`config.mk`:
```
export PLATFORM = sky130hd
export DESIGN_NAME = gold_code_spread_frame_encoder_core
export DESIGN_NICKNAME = d
export VERILOG_FILES = /design/src/rtl/core/gcsfe_pkg.sv /design/src/rtl/core/gold_code_spread_frame_encoder_core.sv /design/src/rtl/core/gcsfe_front.sv /design/src/rtl/core/gcsfe_req_fifo.sv /design/src/rtl/core/gcsfe_back.sv
export SDC_FILE = /design/constraint.sdc
export NUM_CORES = 1
export LEC_CHECK = 0
export ABC_AREA = 1
export BUFFER_PORTS_ARGS = -buffer_cell sky130_fd_sc_hd__buf_2
export CAP_MARGIN = 5
export CORE_MARGIN = 10
export CORE_UTILIZATION = 40
export DETAILED_ROUTE_END_ITERATION = 7
export SYNTH_ARGS = -nofsm -noshare
export SYNTH_HDL_FRONTEND = slang
export SYNTH_SLANG_ARGS = --single-unit
```
`constraint.sdc`:
```
create_clock -name clk -period 2.2 [get_ports clk]
set_input_delay 0.44 -clock clk [delete_from_list [all_inputs] [get_ports clk]]
set_output_delay 0.44 -clock clk [all_outputs]
set_load 0.005 [all_outputs]
```
`src/rtl/core/gcsfe_pkg.sv`:
```
package gcsfe_pkg;

    localparam int CODE_BYTES_DEFAULT  = 64;
    localparam int QUEUE_DEPTH_DEFAULT = 4;
    localparam int ROM_DEPTH           = 64;
    localparam int ROM_ADDR_W          = 6;
    localparam int FRAME_SYMBOLS       = 30;
    localparam int SYM_W               = 5;

    localparam logic [6:0] PREAMBLE_BITS  = 7'b1110010;
    localparam logic [6:0] POSTAMBLE_BITS = 7'b1011000;

    typedef enum logic
    {
        OP_LOAD = 1'b0,
        OP_TICK = 1'b1
    } op_t;

    // one chip byte to fetch: code select, ROM address, end-of-frame flag
    typedef struct packed
    {
        logic                  sel;
        logic [ROM_ADDR_W-1:0] addr;
        logic                  last;
    } req_t;

    localparam logic [7:0] PARITY_MASKS [0:7] = '{
        8'hA5, 8'h77, 8'h1E, 8'h8F, 8'hE2, 8'hF1, 8'hDD, 8'h39
    };

    localparam logic [7:0] ZERO_CODE_ROM [0:ROM_DEPTH-1] = '{
        8'h01, 8'h5E, 8'hD4, 8'h61, 8'h0B, 8'hF3, 8'h31, 8'h5C,
        8'h66, 8'h92, 8'h5B, 8'h2A, 8'hE0, 8'hA3, 8'h00, 8'hE1,
        8'hBB, 8'h9F, 8'h31, 8'hCF, 8'hF7, 8'hC0, 8'hB2, 8'h75,
        8'hAA, 8'hA7, 8'hA5, 8'h12, 8'h0F, 8'h5B, 8'h02, 8'h3D,
        8'h4E, 8'h60, 8'h8E, 8'h17, 8'h34, 8'h85, 8'h61, 8'h45,
        8'h06, 8'hA2, 8'h36, 8'h2F, 8'hA9, 8'h1F, 8'hD7, 8'hFD,
        8'h9D, 8'h48, 8'h19, 8'h18, 8'hAF, 8'h36, 8'h93, 8'h00,
        8'h10, 8'h85, 8'h28, 8'h1D, 8'h5C, 8'hAF, 8'h64, 8'hDA
    };

    localparam logic [7:0] ONE_CODE_ROM [0:ROM_DEPTH-1] = '{
        8'hFD, 8'h3E, 8'h77, 8'hD5, 8'h25, 8'hEF, 8'h2C, 8'h69,
        8'h2A, 8'hE9, 8'h3C, 8'hC4, 8'h07, 8'h93, 8'hC5, 8'h07,
        8'h37, 8'h1F, 8'h7B, 8'hD1, 8'hBA, 8'h07, 8'h90, 8'h37,
        8'hDF, 8'h5A, 8'hED, 8'hC8, 8'h8C, 8'h69, 8'h97, 8'h29,
        8'hAC, 8'hD9, 8'hD6, 8'h1A, 8'hD6, 8'hA8, 8'h05, 8'hD3,
        8'h6A, 8'hCB, 8'hD6, 8'h52, 8'h3F, 8'hE7, 8'h82, 8'h86,
        8'h6E, 8'h9A, 8'h65, 8'hA6, 8'h2E, 8'h54, 8'hF4, 8'h7A,
        8'hCB, 8'h2E, 8'h63, 8'hBF, 8'h54, 8'hC4, 8'hD4, 8'h54
    };

    function automatic logic [7:0] parity_of(input logic [7:0] data);
        logic [7:0] p;
        p = '0;
        for (int i = 0; i < 8; i++)
        begin
            p[7-i] = ^(data & PARITY_MASKS[i]);
        end
        return p;
    endfunction

endpackage

```
`src/rtl/core/gold_code_spread_frame_encoder_core.sv`:
```
// Gold code spreader with (16,8) block-coded frames.
// Input stream s_*: tuser is the op (0 = load data byte, 1 = tick), tdata
// the data byte. A load while idle builds a 30-symbol frame (preamble,
// parity, data, postamble); a load during a frame is dropped. Each tick
// during a frame yields one chip byte on m_* from the code chosen by the
// current symbol, CODE_BYTES bytes per symbol; tlast marks the final byte
// of the frame, after which the block is idle again. Ticks while idle and
// all loads give no output.
// Throughput: one input item per cycle while the request queue is not
// full. An accepted tick is written into the request queue and then, once
// the output slot is free or draining, looked up in the ROM into the output
// register that drives m_tdata.
// The front keeps the frame counters; the back does the ROM lookup.
// When the receiver stalls, the output register holds and the request queue
// (QUEUE_DEPTH entries) absorbs ticks; s_tready drops once it is full.
// Reset (rst_n low) empties queue and output and leaves the block idle.
module gold_code_spread_frame_encoder_core #(
    parameter int CODE_BYTES  = gcsfe_pkg::CODE_BYTES_DEFAULT,
    parameter int QUEUE_DEPTH = gcsfe_pkg::QUEUE_DEPTH_DEFAULT
) (
    input  logic       clk,
    input  logic       rst_n,
    input  logic       s_tvalid,
    output logic       s_tready,
    input  logic [7:0] s_tdata,   // data_byte[7:0]
    input  logic       s_tuser,   // op
    output logic       m_tvalid,
    input  logic       m_tready,
    output logic [7:0] m_tdata,   // chip_byte[7:0]
    output logic       m_tlast    // frame_last
);

    logic            push;
    logic            pop;
    logic            q_valid;
    logic            q_full;
    gcsfe_pkg::req_t push_req;
    gcsfe_pkg::req_t q_req;

    gcsfe_front #(
        .CODE_BYTES (CODE_BYTES)
    ) u_front (
        .clk      (clk),
        .rst_n    (rst_n),
        .s_tvalid (s_tvalid),
        .s_tready (s_tready),
        .s_tdata  (s_tdata),
        .s_tuser  (s_tuser),
        .q_full   (q_full),
        .push     (push),
        .push_req (push_req)
    );

    gcsfe_req_fifo #(
        .DEPTH (QUEUE_DEPTH)
    ) u_queue (
        .clk      (clk),
        .rst_n    (rst_n),
        .push     (push),
        .push_req (push_req),
        .pop      (pop),
        .q_valid  (q_valid),
        .q_full   (q_full),
        .q_req    (q_req)
    );

    gcsfe_back u_back (
        .clk      (clk),
        .rst_n    (rst_n),
        .q_valid  (q_valid),
        .q_req    (q_req),
        .pop      (pop),
        .m_tvalid (m_tvalid),
        .m_tready (m_tready),
        .m_tdata  (m_tdata),
        .m_tlast  (m_tlast)
    );

endmodule

```
`src/rtl/core/gcsfe_front.sv`:
```
module gcsfe_front #(
    parameter int CODE_BYTES = gcsfe_pkg::CODE_BYTES_DEFAULT
) (
    input  logic              clk,
    input  logic              rst_n,
    input  logic              s_tvalid,
    output logic              s_tready,
    input  logic [7:0]        s_tdata,   // data_byte[7:0]
    input  logic              s_tuser,   // op
    input  logic              q_full,
    output logic              push,
    output gcsfe_pkg::req_t   push_req
);

    localparam int POS_W = (CODE_BYTES > 1) ? $clog2(CODE_BYTES) : 1;
    localparam int SYM_W = gcsfe_pkg::SYM_W;

    logic                              active_reg, active_next;
    logic [gcsfe_pkg::FRAME_SYMBOLS-1:0] pattern_reg, pattern_next;
    logic [SYM_W-1:0]                  sym_reg, sym_next;
    logic [POS_W-1:0]                  pos_reg, pos_next;
    logic [7:0]                        pos_ext;
    logic                              accept;
    logic                              last_byte;
    logic                              last_sym;

    assign s_tready  = !q_full;
    assign accept    = s_tvalid && s_tready;
    assign pos_ext   = 8'(pos_reg);
    assign last_byte = (pos_reg == POS_W'(CODE_BYTES - 1));
    assign last_sym  = (sym_reg == SYM_W'(gcsfe_pkg::FRAME_SYMBOLS - 1));

    // current symbol always sits in the top bit; address wraps on the ROM size
    assign push_req.sel  = pattern_reg[gcsfe_pkg::FRAME_SYMBOLS-1];
    assign push_req.addr = pos_ext[gcsfe_pkg::ROM_ADDR_W-1:0];
    assign push_req.last = last_sym && last_byte;

    always_comb
    begin
        active_next  = active_reg;
        pattern_next = pattern_reg;
        sym_next     = sym_reg;
        pos_next     = pos_reg;
        push         = 1'b0;
        if (accept)
        begin
            if (s_tuser == gcsfe_pkg::OP_LOAD)
            begin
                // drop a load that arrives mid-frame
                if (!active_reg)
                begin
                    pattern_next = {gcsfe_pkg::PREAMBLE_BITS,
                                    gcsfe_pkg::parity_of(s_tdata),
                                    s_tdata,
                                    gcsfe_pkg::POSTAMBLE_BITS};
                    sym_next     = '0;
                    pos_next     = '0;
                    active_next  = 1'b1;
                end
            end
            else if (active_reg)
            begin
                push = 1'b1;
                if (last_byte)
                begin
                    pos_next = '0;
                    if (last_sym)
                    begin
                        sym_next    = '0;
                        active_next = 1'b0;
                    end
                    else
                    begin
                        sym_next     = sym_reg + SYM_W'(1);
                        pattern_next = {pattern_reg[gcsfe_pkg::FRAME_SYMBOLS-2:0], 1'b0};
                    end
                end
                else
                begin
                    pos_next = pos_reg + POS_W'(1);
                end
            end
        end
    end

    always_ff @(posedge clk or negedge rst_n)
    begin
        if (!rst_n)
        begin
            active_reg  <= 1'b0;
            pattern_reg <= '0;
            sym_reg     <= '0;
            pos_reg     <= '0;
        end
        else
        begin
            active_reg  <= active_next;
            pattern_reg <= pattern_next;
            sym_reg     <= sym_next;
            pos_reg     <= pos_next;
        end
    end

`ifndef SYNTH
    a_last_ends_frame: assert property (@(posedge clk) disable iff (!rst_n)
        push && push_req.last |=> !active_reg)
        else $error("frame still active after last chip request");

    a_idle_counters_clear: assert property (@(posedge clk) disable iff (!rst_n)
        !active_reg |-> (sym_reg == '0) && (pos_reg == '0))
        else $error("position counters not cleared while idle");
`endif

endmodule

```
`src/rtl/core/gcsfe_req_fifo.sv`:
```
module gcsfe_req_fifo #(
    parameter int DEPTH = gcsfe_pkg::QUEUE_DEPTH_DEFAULT
) (
    input  logic            clk,
    input  logic            rst_n,
    input  logic            push,
    input  gcsfe_pkg::req_t push_req,
    input  logic            pop,
    output logic            q_valid,
    output logic            q_full,
    output gcsfe_pkg::req_t q_req
);

    localparam int PTR_W = (DEPTH > 1) ? $clog2(DEPTH) : 1;
    localparam int CNT_W = $clog2(DEPTH + 1);

    gcsfe_pkg::req_t   mem_reg [0:DEPTH-1];
    logic [PTR_W-1:0]  wr_ptr_reg, wr_ptr_next;
    logic [PTR_W-1:0]  rd_ptr_reg, rd_ptr_next;
    logic [CNT_W-1:0]  count_reg, count_next;

    assign q_valid = (count_reg != '0);
    assign q_full  = (count_reg == CNT_W'(DEPTH));
    assign q_req   = mem_reg[rd_ptr_reg];

    always_comb
    begin
        wr_ptr_next = wr_ptr_reg;
        rd_ptr_next = rd_ptr_reg;
        count_next  = count_reg;
        if (push)
        begin
            wr_ptr_next = (wr_ptr_reg == PTR_W'(DEPTH - 1)) ? '0 : wr_ptr_reg + PTR_W'(1);
        end
        if (pop)
        begin
            rd_ptr_next = (rd_ptr_reg == PTR_W'(DEPTH - 1)) ? '0 : rd_ptr_reg + PTR_W'(1);
        end
        if (push && !pop)
        begin
            count_next = count_reg + CNT_W'(1);
        end
        else if (pop && !push)
        begin
            count_next = count_reg - CNT_W'(1);
        end
    end

    always_ff @(posedge clk)
    begin
        if (push)
        begin
            mem_reg[wr_ptr_reg] <= push_req;
        end
    end

    always_ff @(posedge clk or negedge rst_n)
    begin
        if (!rst_n)
        begin
            wr_ptr_reg <= '0;
            rd_ptr_reg <= '0;
            count_reg  <= '0;
        end
        else
        begin
            wr_ptr_reg <= wr_ptr_next;
            rd_ptr_reg <= rd_ptr_next;
            count_reg  <= count_next;
        end
    end

`ifndef SYNTH
    a_no_overflow: assert property (@(posedge clk) disable iff (!rst_n)
        !(push && q_full))
        else $error("request pushed into full queue");

    a_no_underflow: assert property (@(posedge clk) disable iff (!rst_n)
        pop |-> q_valid)
        else $error("request popped from empty queue");
`endif

endmodule

```
`src/rtl/core/gcsfe_back.sv`:
```
module gcsfe_back (
    input  logic            clk,
    input  logic            rst_n,
    input  logic            q_valid,
    input  gcsfe_pkg::req_t q_req,
    output logic            pop,
    output logic            m_tvalid,
    input  logic            m_tready,
    output logic [7:0]      m_tdata,   // chip_byte[7:0]
    output logic            m_tlast    // frame_last
);

    logic       valid_reg, valid_next;
    logic [7:0] chip_reg, chip_next;
    logic       last_reg, last_next;

    // take a request whenever the output slot is free or draining
    assign pop = q_valid && (!valid_reg || m_tready);

    always_comb
    begin
        valid_next = valid_reg;
        chip_next  = chip_reg;
        last_next  = last_reg;
        if (pop)
        begin
            valid_next = 1'b1;
            chip_next  = q_req.sel ? gcsfe_pkg::ONE_CODE_ROM[q_req.addr]
                                   : gcsfe_pkg::ZERO_CODE_ROM[q_req.addr];
            last_next  = q_req.last;
        end
        else if (m_tready)
        begin
            valid_next = 1'b0;
        end
    end

    always_ff @(posedge clk or negedge rst_n)
    begin
        if (!rst_n)
        begin
            valid_reg <= 1'b0;
        end
        else
        begin
            valid_reg <= valid_next;
        end
    end

    always_ff @(posedge clk)
    begin
        chip_reg <= chip_next;
        last_reg <= last_next;
    end

    assign m_tvalid = valid_reg;
    assign m_tdata  = chip_reg;
    assign m_tlast  = last_reg;

`ifndef SYNTH
    a_pop_fills_output: assert property (@(posedge clk) disable iff (!rst_n)
        pop |=> m_tvalid)
        else $error("popped request did not reach the output");
`endif

endmodule

```
==> flow_summary.toml, run 1 <==
[die]
die_width_um = 141.1
initial_utilization_pct = 40.55
rows = 44
boundaryPins = 24
floorplan.die_area_um2 = 19920
core_region_area_um2 = 14480
die_height_um = 141.1

[detailed_routing]
drt-pass1-iter-count = 7
routed_length_on_met1_um = 7216
ant_nets = 0
dr.first_iter.drc_count = 539
met2_wl_post_dr_um = 7911
top_layer_reached_by_signal_wires = "met4"
met3_length_um = 1063
drt-total-wl_um = 16800
post-route-drc-count = 0
route.vias.total = 5642
route.detailed.wl_per_inst_um = 15.90
vias_per_cell = 5.338

[timing]
minimum_setup_slack_in_the_final_design_ps = 52.03
setup_viol_count_final = 0
slew_violations = 0
slew_headroom_pct = 59.91
unrepaired_setup_endpoints_after_global_routing = "true"
timing_hold_violations_final = 0
worst_slew_pin_slew_ps = 601.4
finalCritPeriodShare_pct = 97.63
final.setup_skew_ps = 16.50
fmaxAchievable_mhz = 465.6
post-route-min-period_ps = 2148

[worst_setup_path]
timing.critical_path.fanout_max = 7
cp-startpoint = "u_queue.rd_ptr_reg[0]"
timing.rr.start = "u_queue.rd_ptr_reg[0]"
critical_path_start_type = "flop"
cp.required_ps = 2310
timing.critical_path.to_type = "flop"
critical_path_arrival_ps = 2260
path_class = "reg -> reg"

[cts]
cts_num_sinks = 88
clk_path_buf_depth = 2
cts_hold_buf = 0
clk_transition_reported_paths_ps = 70
worstSkewPairLatency_ps = 360
root_buffer = "clkbuf_16"
cts_tree = "built"
cts_buffers = 9
ctsHtreeMaxLevel = 3

[grt]
grtUsageTotal_pct = 15.79
global_route_wire_length_before_repair_um = 25340
first_global_vias = 5010
grt_remaining_overflow = 0
grt_max_degree = 48
antenna_found_initial = 0

[synth]
netlist_instances = 779
post_synth_num_cell_types = 41
synth.avg_cell_area_um2 = 7.536
number_of_register_bits_inferred_by_synthesis = 88
syn_nets = 815
yosys_warnings = 0
synth_sequential_area_ratio_pct = 41.01
synthesis.area_um2 = 5871

[final_layout]
final_common_cell = "nand2_1"
utilization_pct = 51.56
largest_register_ff_count = 32
antenna_cells = 0
layout-drive-gt1-share_pct = 25.54
n_fill_cell = 1368
most-common-layout-cells = "nand2_1, nand3_1, buf_4"
post_layout_instance_count_excluding_filler_cells = 1057
syn2layout_area_growth_pct = 27.17
layout.nets = 904
final_area_um2 = 7466

[outcome]
status = "complete, no violations"

[min_path]
worst_hold_path_type = "in -> async"

[place]
dp_hpwl_um = 11490
gpl.final_weighted_congestion = 0.9594
dpl_worst_slack_ps = -7.150
dp_cells = 1014
port_buffers = 23
detailed_place.area_um2 = 6581

[job]
max_cap_viol_count = 0
[Yosys cell counts]
| cell type | n | share of area [%] |
|---|---|---|
| o211ai_1 | 4 | 0.51 |
| a21o_1 | 1 | 0.13 |
| mux2i_1 | 1 | 0.17 |
| inv_1 | 60 | 3.8 |
| nor3_1 | 2 | 0.17 |
| xor2_1 | 11 | 1.6 |
| o22ai_1 | 7 | 0.75 |
| nand3_1 | 111 | 9.5 |
| nand3_2 | 2 | 0.34 |
| a21oi_2 | 1 | 0.15 |
| nand2_4 | 3 | 0.58 |
| nand3_4 | 1 | 0.30 |
| a32o_1 | 1 | 0.17 |
| buf_4 | 5 | 0.64 |
| a21oi_1 | 24 | 2.0 |
| or2_1 | 2 | 0.21 |
| edfxtp_1 | 41 | 21 |
| nor2_1 | 55 | 3.5 |
| nor3b_1 | 1 | 0.13 |
| a22oi_1 | 4 | 0.51 |
| a31oi_1 | 12 | 1.3 |
| clkinv_1 | 1 | 0.064 |
| clkbuf_1 | 8 | 0.51 |
| or2_2 | 3 | 0.32 |
| inv_2 | 4 | 0.26 |
| nand3b_1 | 1 | 0.13 |
| dfrtp_1 | 47 | 20 |
| and2_2 | 1 | 0.13 |
| o21ai_1 | 4 | 0.34 |
| nand2_1 | 244 | 16 |
| buf_6 | 8 | 1.5 |
| nor2_4 | 1 | 0.19 |
| nand2_2 | 12 | 1.3 |
| nand4_1 | 10 | 1.1 |
| o31ai_1 | 1 | 0.13 |
| ha_1 | 22 | 4.7 |
| xnor2_1 | 9 | 1.3 |
| fa_1 | 1 | 0.34 |
| o21ai_0 | 35 | 3.0 |
| buf_2 | 17 | 1.4 |
| nor2_2 | 1 | 0.11 |
[final cells by class]
type	count	area, um2	share of cell area, %
multi-input combinational	590	3303	44.24
clock inverter	4	30.03	0.4022
inverter	65	255.2	3.419
sequential	88	2409	32.26
tap	184	230.2	3.084
timing repair buffer	114	959.7	12.85
clock buffer	12	279.0	3.737
[critical path, stage by stage, from the launching register on]
cell and delay (ps):
dfrtp_2 450, clkinv_4 130, buf_6 150, nand2_2 80
nand2_1 60, nand2_1 70, nand2_2 90, ha_1 280
inv_1 50, nand2_1 60, o21ai_2 70, nor2_1 90
nand3b_1 170, nand3_1 100, nand2_1 60
[worst paths after layout]
kind                                            to  slack (ps)  cells after the start
max                              u_back.m_tdata[6]          50                     14
min                                u_back.m_tvalid         180                      2
max reg2reg                      u_back.m_tdata[6]          50                     14
min reg2reg                u_front.pattern_reg[21]         480                      2
max in group asynchronous    u_queue.rd_ptr_reg[0]        1580                      2
min in group clk                   u_back.m_tvalid         270                      2
[what timing repair did]
action / CTS / global route
buffers inserted: 0 / 23
hold endpoints to repair: 0 / 0
pin swaps: 1 / 23
endpoints found under the setup margin: 4 / 10
cloned: 0 / 4
resized for setup: 3 / 93
[metal layers]
metal / up-vias / GRT usage, %
met1: 2599 / 20.24
met5: - / 0
met2: 232 / 25.10
li1: 2753 / -
met3: 58 / 2.654
met4: 0 / 7.826
[cell families after synthesis]
| logic type | share of synthesized area [%] |
|---|---|
| xor gates and xnor gates | 2.984 |
| adders and majority gates | 5.030 |
| and+or+nand+nor | 33.53 |
| AOI/OAI and AO/OA | 8.994 |
| DFF | 41.01 |
| buffers and inverters | 8.291 |
| muxes | 0.1705 |
[through the flow]
step / hold slack [ps] / setup TNS (ps)
finish: 176.0 / 0
global route: 214.7 / -283.8
CTS: 194.4 / 0
detailed placement: 465.4 / -7.150
global placement: 461.1 / -30.43
floorplan: 144.4 / -24.56
Power of run 1 is not shown: default switching activity piles up to over one toggle a cycle in this logic, so the estimate is an artifact.
==> inputs of run 2 (changes only) <==
--- a/config.mk
+++ b/config.mk
@@ -11,6 +11,7 @@
 export CORE_MARGIN = 10
 export CORE_UTILIZATION = 40
 export DETAILED_ROUTE_END_ITERATION = 7
+export SETUP_SLACK_MARGIN = 0.2
 export SYNTH_ARGS = -nofsm -noshare
 export SYNTH_HDL_FRONTEND = slang
 export SYNTH_SLANG_ARGS = --single-unit
==> run 2 against run 1 <==
Effect of this change:
- sequential share of layout area down 0.87 points
- hold slack gained 13 ps
- largest cell class unchanged
- core utilization increased by 1.4 points
- final cell count is 0.38% higher
- fmax decreased by 0.27%
- wire length up 12%
- clock-buffer cell count shrank 2
==> flow_summary.toml, run 2 (synthesized netlist as in run 1, its figures left out) <==
[cts]
ctsHtreeMaxLevel = 3
clk_transition_reported_paths_ps = 70
cts_buffers = 9
clk_path_buf_depth = 2
root_buffer = "clkbuf_16"
cts_hold_buf = 0
cts_tree = "built"
cts_num_sinks = 88
worstSkewPairLatency_ps = 350

[timing]
setup_viol_count_final = 0
finalCritPeriodShare_pct = 97.90
unrepaired_setup_endpoints_after_global_routing = "true"
fmaxAchievable_mhz = 464.3
holdWs_ps = 188.6
slew_violations = 0
slew_headroom_pct = 57.97
post-route-min-period_ps = 2154
timing_hold_violations_final = 0
worst_slew_pin_slew_ps = 630.5
final.setup_skew_ps = 12.77

[detailed_routing]
drt-pass1-iter-count = 5
post-route-drc-count = 0
dr.first_iter.drc_count = 540
route.vias.total = 5726
vias_per_cell = 5.397
ant_nets = 0
drt-total-wl_um = 18780
route.detailed.wl_per_inst_um = 17.70

[job]
max_cap_viol_count = 0

[die]
die_height_um = 141.1
initial_utilization_pct = 40.55
core_region_area_um2 = 14480
die_width_um = 141.1
floorplan.die_area_um2 = 19920
boundaryPins = 24
rows = 44

[final_layout]
final_common_cell = "nand2_1"
n_fill_cell = 1353
antenna_cells = 0
syn2layout_area_growth_pct = 30.69
layout-drive-gt1-share_pct = 28.39
layout.nets = 908
largest_register_ff_count = 32
most-common-layout-cells = "nand2_1, nand3_1, buf_4"

[outcome]
status = "complete, no violations"

[grt]
first_global_vias = 5735
antenna_found_initial = 0
grt_remaining_overflow = 0
grtUsageTotal_pct = 18.52
grt_max_degree = 48
global_route_wire_length_before_repair_um = 29660

[worst_setup_path]
timing.critical_path.fanout_max = 8
cp.required_ps = 2310
reg2regPathDepth = 15
critical_path_start_type = "flop"
critical_path_arrival_ps = 2260
timing.critical_path.to_type = "flop"
path_class = "reg -> reg"

[place]
port_buffers = 23
dp_hpwl_um = 13390
gpl.final_weighted_congestion = 0.9684

[min_path]
worst_hold_path_type = "in -> async"
run 2: worst paths after layout:
check | slack (ps) | from | endpoint
max in group asynchronous | 1560 | rst_n | u_queue.rd_ptr_reg[0]
worst max register to register | 50 | u_queue.rd_ptr_reg[0] | u_back.m_tdata[2]
worst max-delay path | 50 | u_queue.rd_ptr_reg[0] | u_back.m_tdata[2]
worst min-delay path | 190 | rst_n | u_back.m_tvalid
worst min register to register | 490 | u_front.pattern_reg[17] | u_front.pattern_reg[17]
min in group clk | 280 | m_tready | u_back.m_tvalid
run 2: area by class of cell:
type | count | area [um2] | area share (%)
clock buffers | 10 | 229.0 | 2.984
clock inverters | 6 | 75.07 | 0.9785
multi-input cells | 588 | 3359 | 43.79
flip-flops and latches | 88 | 2409 | 31.39
well taps | 184 | 230.2 | 3.001
inverters | 65 | 261.5 | 3.408
repair buffers | 120 | 1109 | 14.45
run 2: worst max-delay path, cell delays in order, from the launching register on:
cell,delay (ps)
dfrtp_2,490
inv_8,130
nand2_4,80
nand3_4,110
nand2_8,80
ha_4,320
nand3_4,140
buf_6,150
nand3_2,40
nand2_1,50
nand2_1,50
nand2_1,40
nand2_1,50
nand2_1,50
nand2_1,60
nand2_1,50
run 2: per-stage QoR:
| step | setup WS [ps] | cells | cell area, um2 | util (%) | setup TNS (ps) |
|---|---|---|---|---|---|
| 2_1_floorplan | 54.19 | 779 | 6005 | - | 0 |
| 3_3_place_gp | -19.25 | 1018 | 6723 | 46.43 | -46.62 |
| 3_5_place_dp | -11.49 | 1018 | 6723 | 46.43 | -16.44 |
| 4_1_cts | 88.32 | 1046 | 7281 | 50.29 | 0 |
| 5_1_grt | -45.07 | 1061 | 7672 | 52.99 | -229.9 |
| 6_report | 46.25 | 1061 | 7672 | 52.99 | 0 |
run 2: per-layer routing:
layer | global-route usage, % | part of all wire (%) | vias to the layer above
li1 | - | - | 2768
met1 | 20.19 | 38 | 2672
met2 | 32.26 | 50 | 221
met3 | 3.661 | 5.6 | 65
met4 | 11.52 | 5.6 | 0
met5 | 0 | 0 | -
run 2: timing repair:
item	in CTS	in global routing
cloned	1	4
pin swaps	15	19
gates resized for setup	43	57
setup endpoints to repair	25	41
buffers inserted	11	11
endpoints found under the hold margin	0	0
Power of run 2 is left out for the same reason.
==> inputs of run 3 (changes only) <==
--- a/config.mk
+++ b/config.mk
@@ -6,12 +6,13 @@
 export NUM_CORES = 1
 export LEC_CHECK = 0
 export ABC_AREA = 1
-export BUFFER_PORTS_ARGS = -buffer_cell sky130_fd_sc_hd__buf_2
 export CAP_MARGIN = 5
 export CORE_MARGIN = 10
 export CORE_UTILIZATION = 40
 export DETAILED_ROUTE_END_ITERATION = 7
+export DONT_BUFFER_PORTS = 1
 export SETUP_SLACK_MARGIN = 0.2
 export SYNTH_ARGS = -nofsm -noshare
 export SYNTH_HDL_FRONTEND = slang
 export SYNTH_SLANG_ARGS = --single-unit
+export TNS_END_PERCENT = 1
==> run 3 against run 2 <==
Effect of this change:
- the run now ends with setup timing left
- clock skew fell by 0.94 ps
- non-clock buffer count fell by 37
- fmax fell by 4.0%
==> flow_summary.toml, run 3 (synthesized netlist as in run 1, its figures left out) <==
[outcome]
status = "finished, violations left"
failing_checks = "setup timing"

[cts]
worstSkewPairLatency_ps = 350
cts_num_sinks = 88
ctsHtreeMaxLevel = 3
clk_transition_reported_paths_ps = 70
cts_buffers = 9
clk_path_buf_depth = 2
root_buffer = "clkbuf_16"
cts_tree = "built"

[timing]
holdWs_ps = 185.2
timing_hold_violations_final = 0
post-route-min-period_ps = 2243
slew_headroom_pct = 57.41
final.setup_skew_ps = 11.83
minimum_setup_slack_in_the_final_design_ps = -43.32
finalCritPeriodShare_pct = 102.0
setup_tns_ps = -58.40
slew_violations = 0
unrepaired_setup_endpoints_after_global_routing = "true"
setup_viol_count_final = 2
fmaxAchievable_mhz = 445.8
worst_slew_pin_slew_ps = 636.1

[detailed_routing]
route.detailed.wl_per_inst_um = 18.22
post-route-drc-count = 0
drt-total-wl_um = 18710
route.vias.total = 5627
dr.first_iter.drc_count = 522
drt-pass1-iter-count = 6
ant_nets = 0
vias_per_cell = 5.479

[grt]
antenna_found_initial = 1
first_global_vias = 5665
grt_max_degree = 48
grtUsageTotal_pct = 18.25
grt_remaining_overflow = 0
global_route_wire_length_before_repair_um = 29410

[worst_setup_path]
endpoint = "u_back.m_tdata[7]"
cp.required_ps = 2310
reg2regPathDepth = 14
capture_instance_of_the_worst_register_to_register_path = "u_back.m_tdata[7]"
path_class = "reg -> reg"
timing.critical_path.fanout_max = 5
timing.rr.start = "u_queue.rd_ptr_reg[0]"
rrSetupSlack_ps = -40
critical_path_arrival_ps = 2350
timing.critical_path.to_type = "flop"
cp-startpoint = "u_queue.rd_ptr_reg[0]"
critical_path_start_type = "flop"

[place]
port_buffers = 0
dp_hpwl_um = 13470
detailed_place.area_um2 = 6475
dp_cells = 993
gpl.final_weighted_congestion = 1.015

[final_layout]
n_fill_cell = 1382
layout.nets = 873
final_common_cell = "nand2_1"
ff_latch_area_um2 = 2411
most-common-layout-cells = "nand2_1, nand3_1, buf_4"
largest_register_ff_count = 32
post_layout_instance_count_excluding_filler_cells = 1027
syn2layout_area_growth_pct = 25.17
layout-drive-gt1-share_pct = 24.35
multi_input_area_um2 = 3348
final_area_um2 = 7348

[die]
boundaryPins = 24
die_width_um = 141.1
rows = 44
floorplan.die_area_um2 = 19920
initial_utilization_pct = 40.55
core_region_area_um2 = 14480
die_height_um = 141.1

[job]
max_cap_viol_count = 0

[min_path]
worst_hold_path_type = "in -> reg"
run 3: cell count changes in the layout (fill, tap and decap cells not counted), moves of 8 or more:
| cell | change |
|---|---|
| nand3_1 | +8 |
| buf_4 | -8 |
| nand3_2 | -10 |
| buf_2 | -23 |
| nand2_2 | -10 |
| nand2_1 | +8 |
run 3: worst min-delay path by stage:
stage                     cells past startpoint  startpoint  slack (ps)               to
final                                         1    m_tready         190  u_back.m_tvalid
after detailed placement                      0       rst_n         150  u_back.m_tvalid
after global placement                        0       rst_n         150  u_back.m_tvalid
after global routing                          1    m_tready         190  u_back.m_tvalid
after CTS                                     1    m_tready         170  u_back.m_tvalid
after floorplan                               0       rst_n         140  u_back.m_tvalid
run 3: metal layers:
metal | wire (um) | vias to the layer above | global-route usage (%)
li1 | - | 2693 | -
met1 | 7300 | 2649 | 20.80
met2 | 9294 | 212 | 30.69
met3 | 1099 | 73 | 3.225
met4 | 1015 | 0 | 11.96
met5 | 0 | - | 0
run 3: per-stage QoR:
step / utilization [%] / setup WS, ps
final: 50.75 / -43.32
after global routing: 50.75 / -130.9
after CTS: 48.10 / 9.351
after detailed placement: 44.72 / -204.9
after global placement: 44.72 / -239.0
after floorplan: - / -62.35
run 3: layout make-up:
class,count,area share (%)
multi-input combinational,590,45.56
sequential,88,32.81
timing repair buffer,83,10.73
clock buffer,11,3.593
inverter,65,3.542
tap,184,3.133
clock inverter,5,0.5959
antenna,1,0.03405
run 3: critical path, cell delays in order (launching register included):
cell and delay, ps:
dfrtp_2 460, clkinv_4 110, nand2_2 70, nand3_2 90
nand2_4 90, ha_4 300, clkinvlp_4 200, nand2_4 170
nand3_4 90, nand3_2 80, nand2_1 60, nand2_1 110
nand2_1 70, nand2_1 50, nand2_1 40
run 3: timing repair:
action                                  4_1_cts  5_1_grt
pin swaps                                    10       34
endpoints found under the hold margin        47        0
hold buffers                                  2        0
endpoints found under the setup margin       32       42
resized for setup                            27       92
buffers inserted                              7        5
gates cloned                                  0        3
Power of run 3 is left out for the same reason.
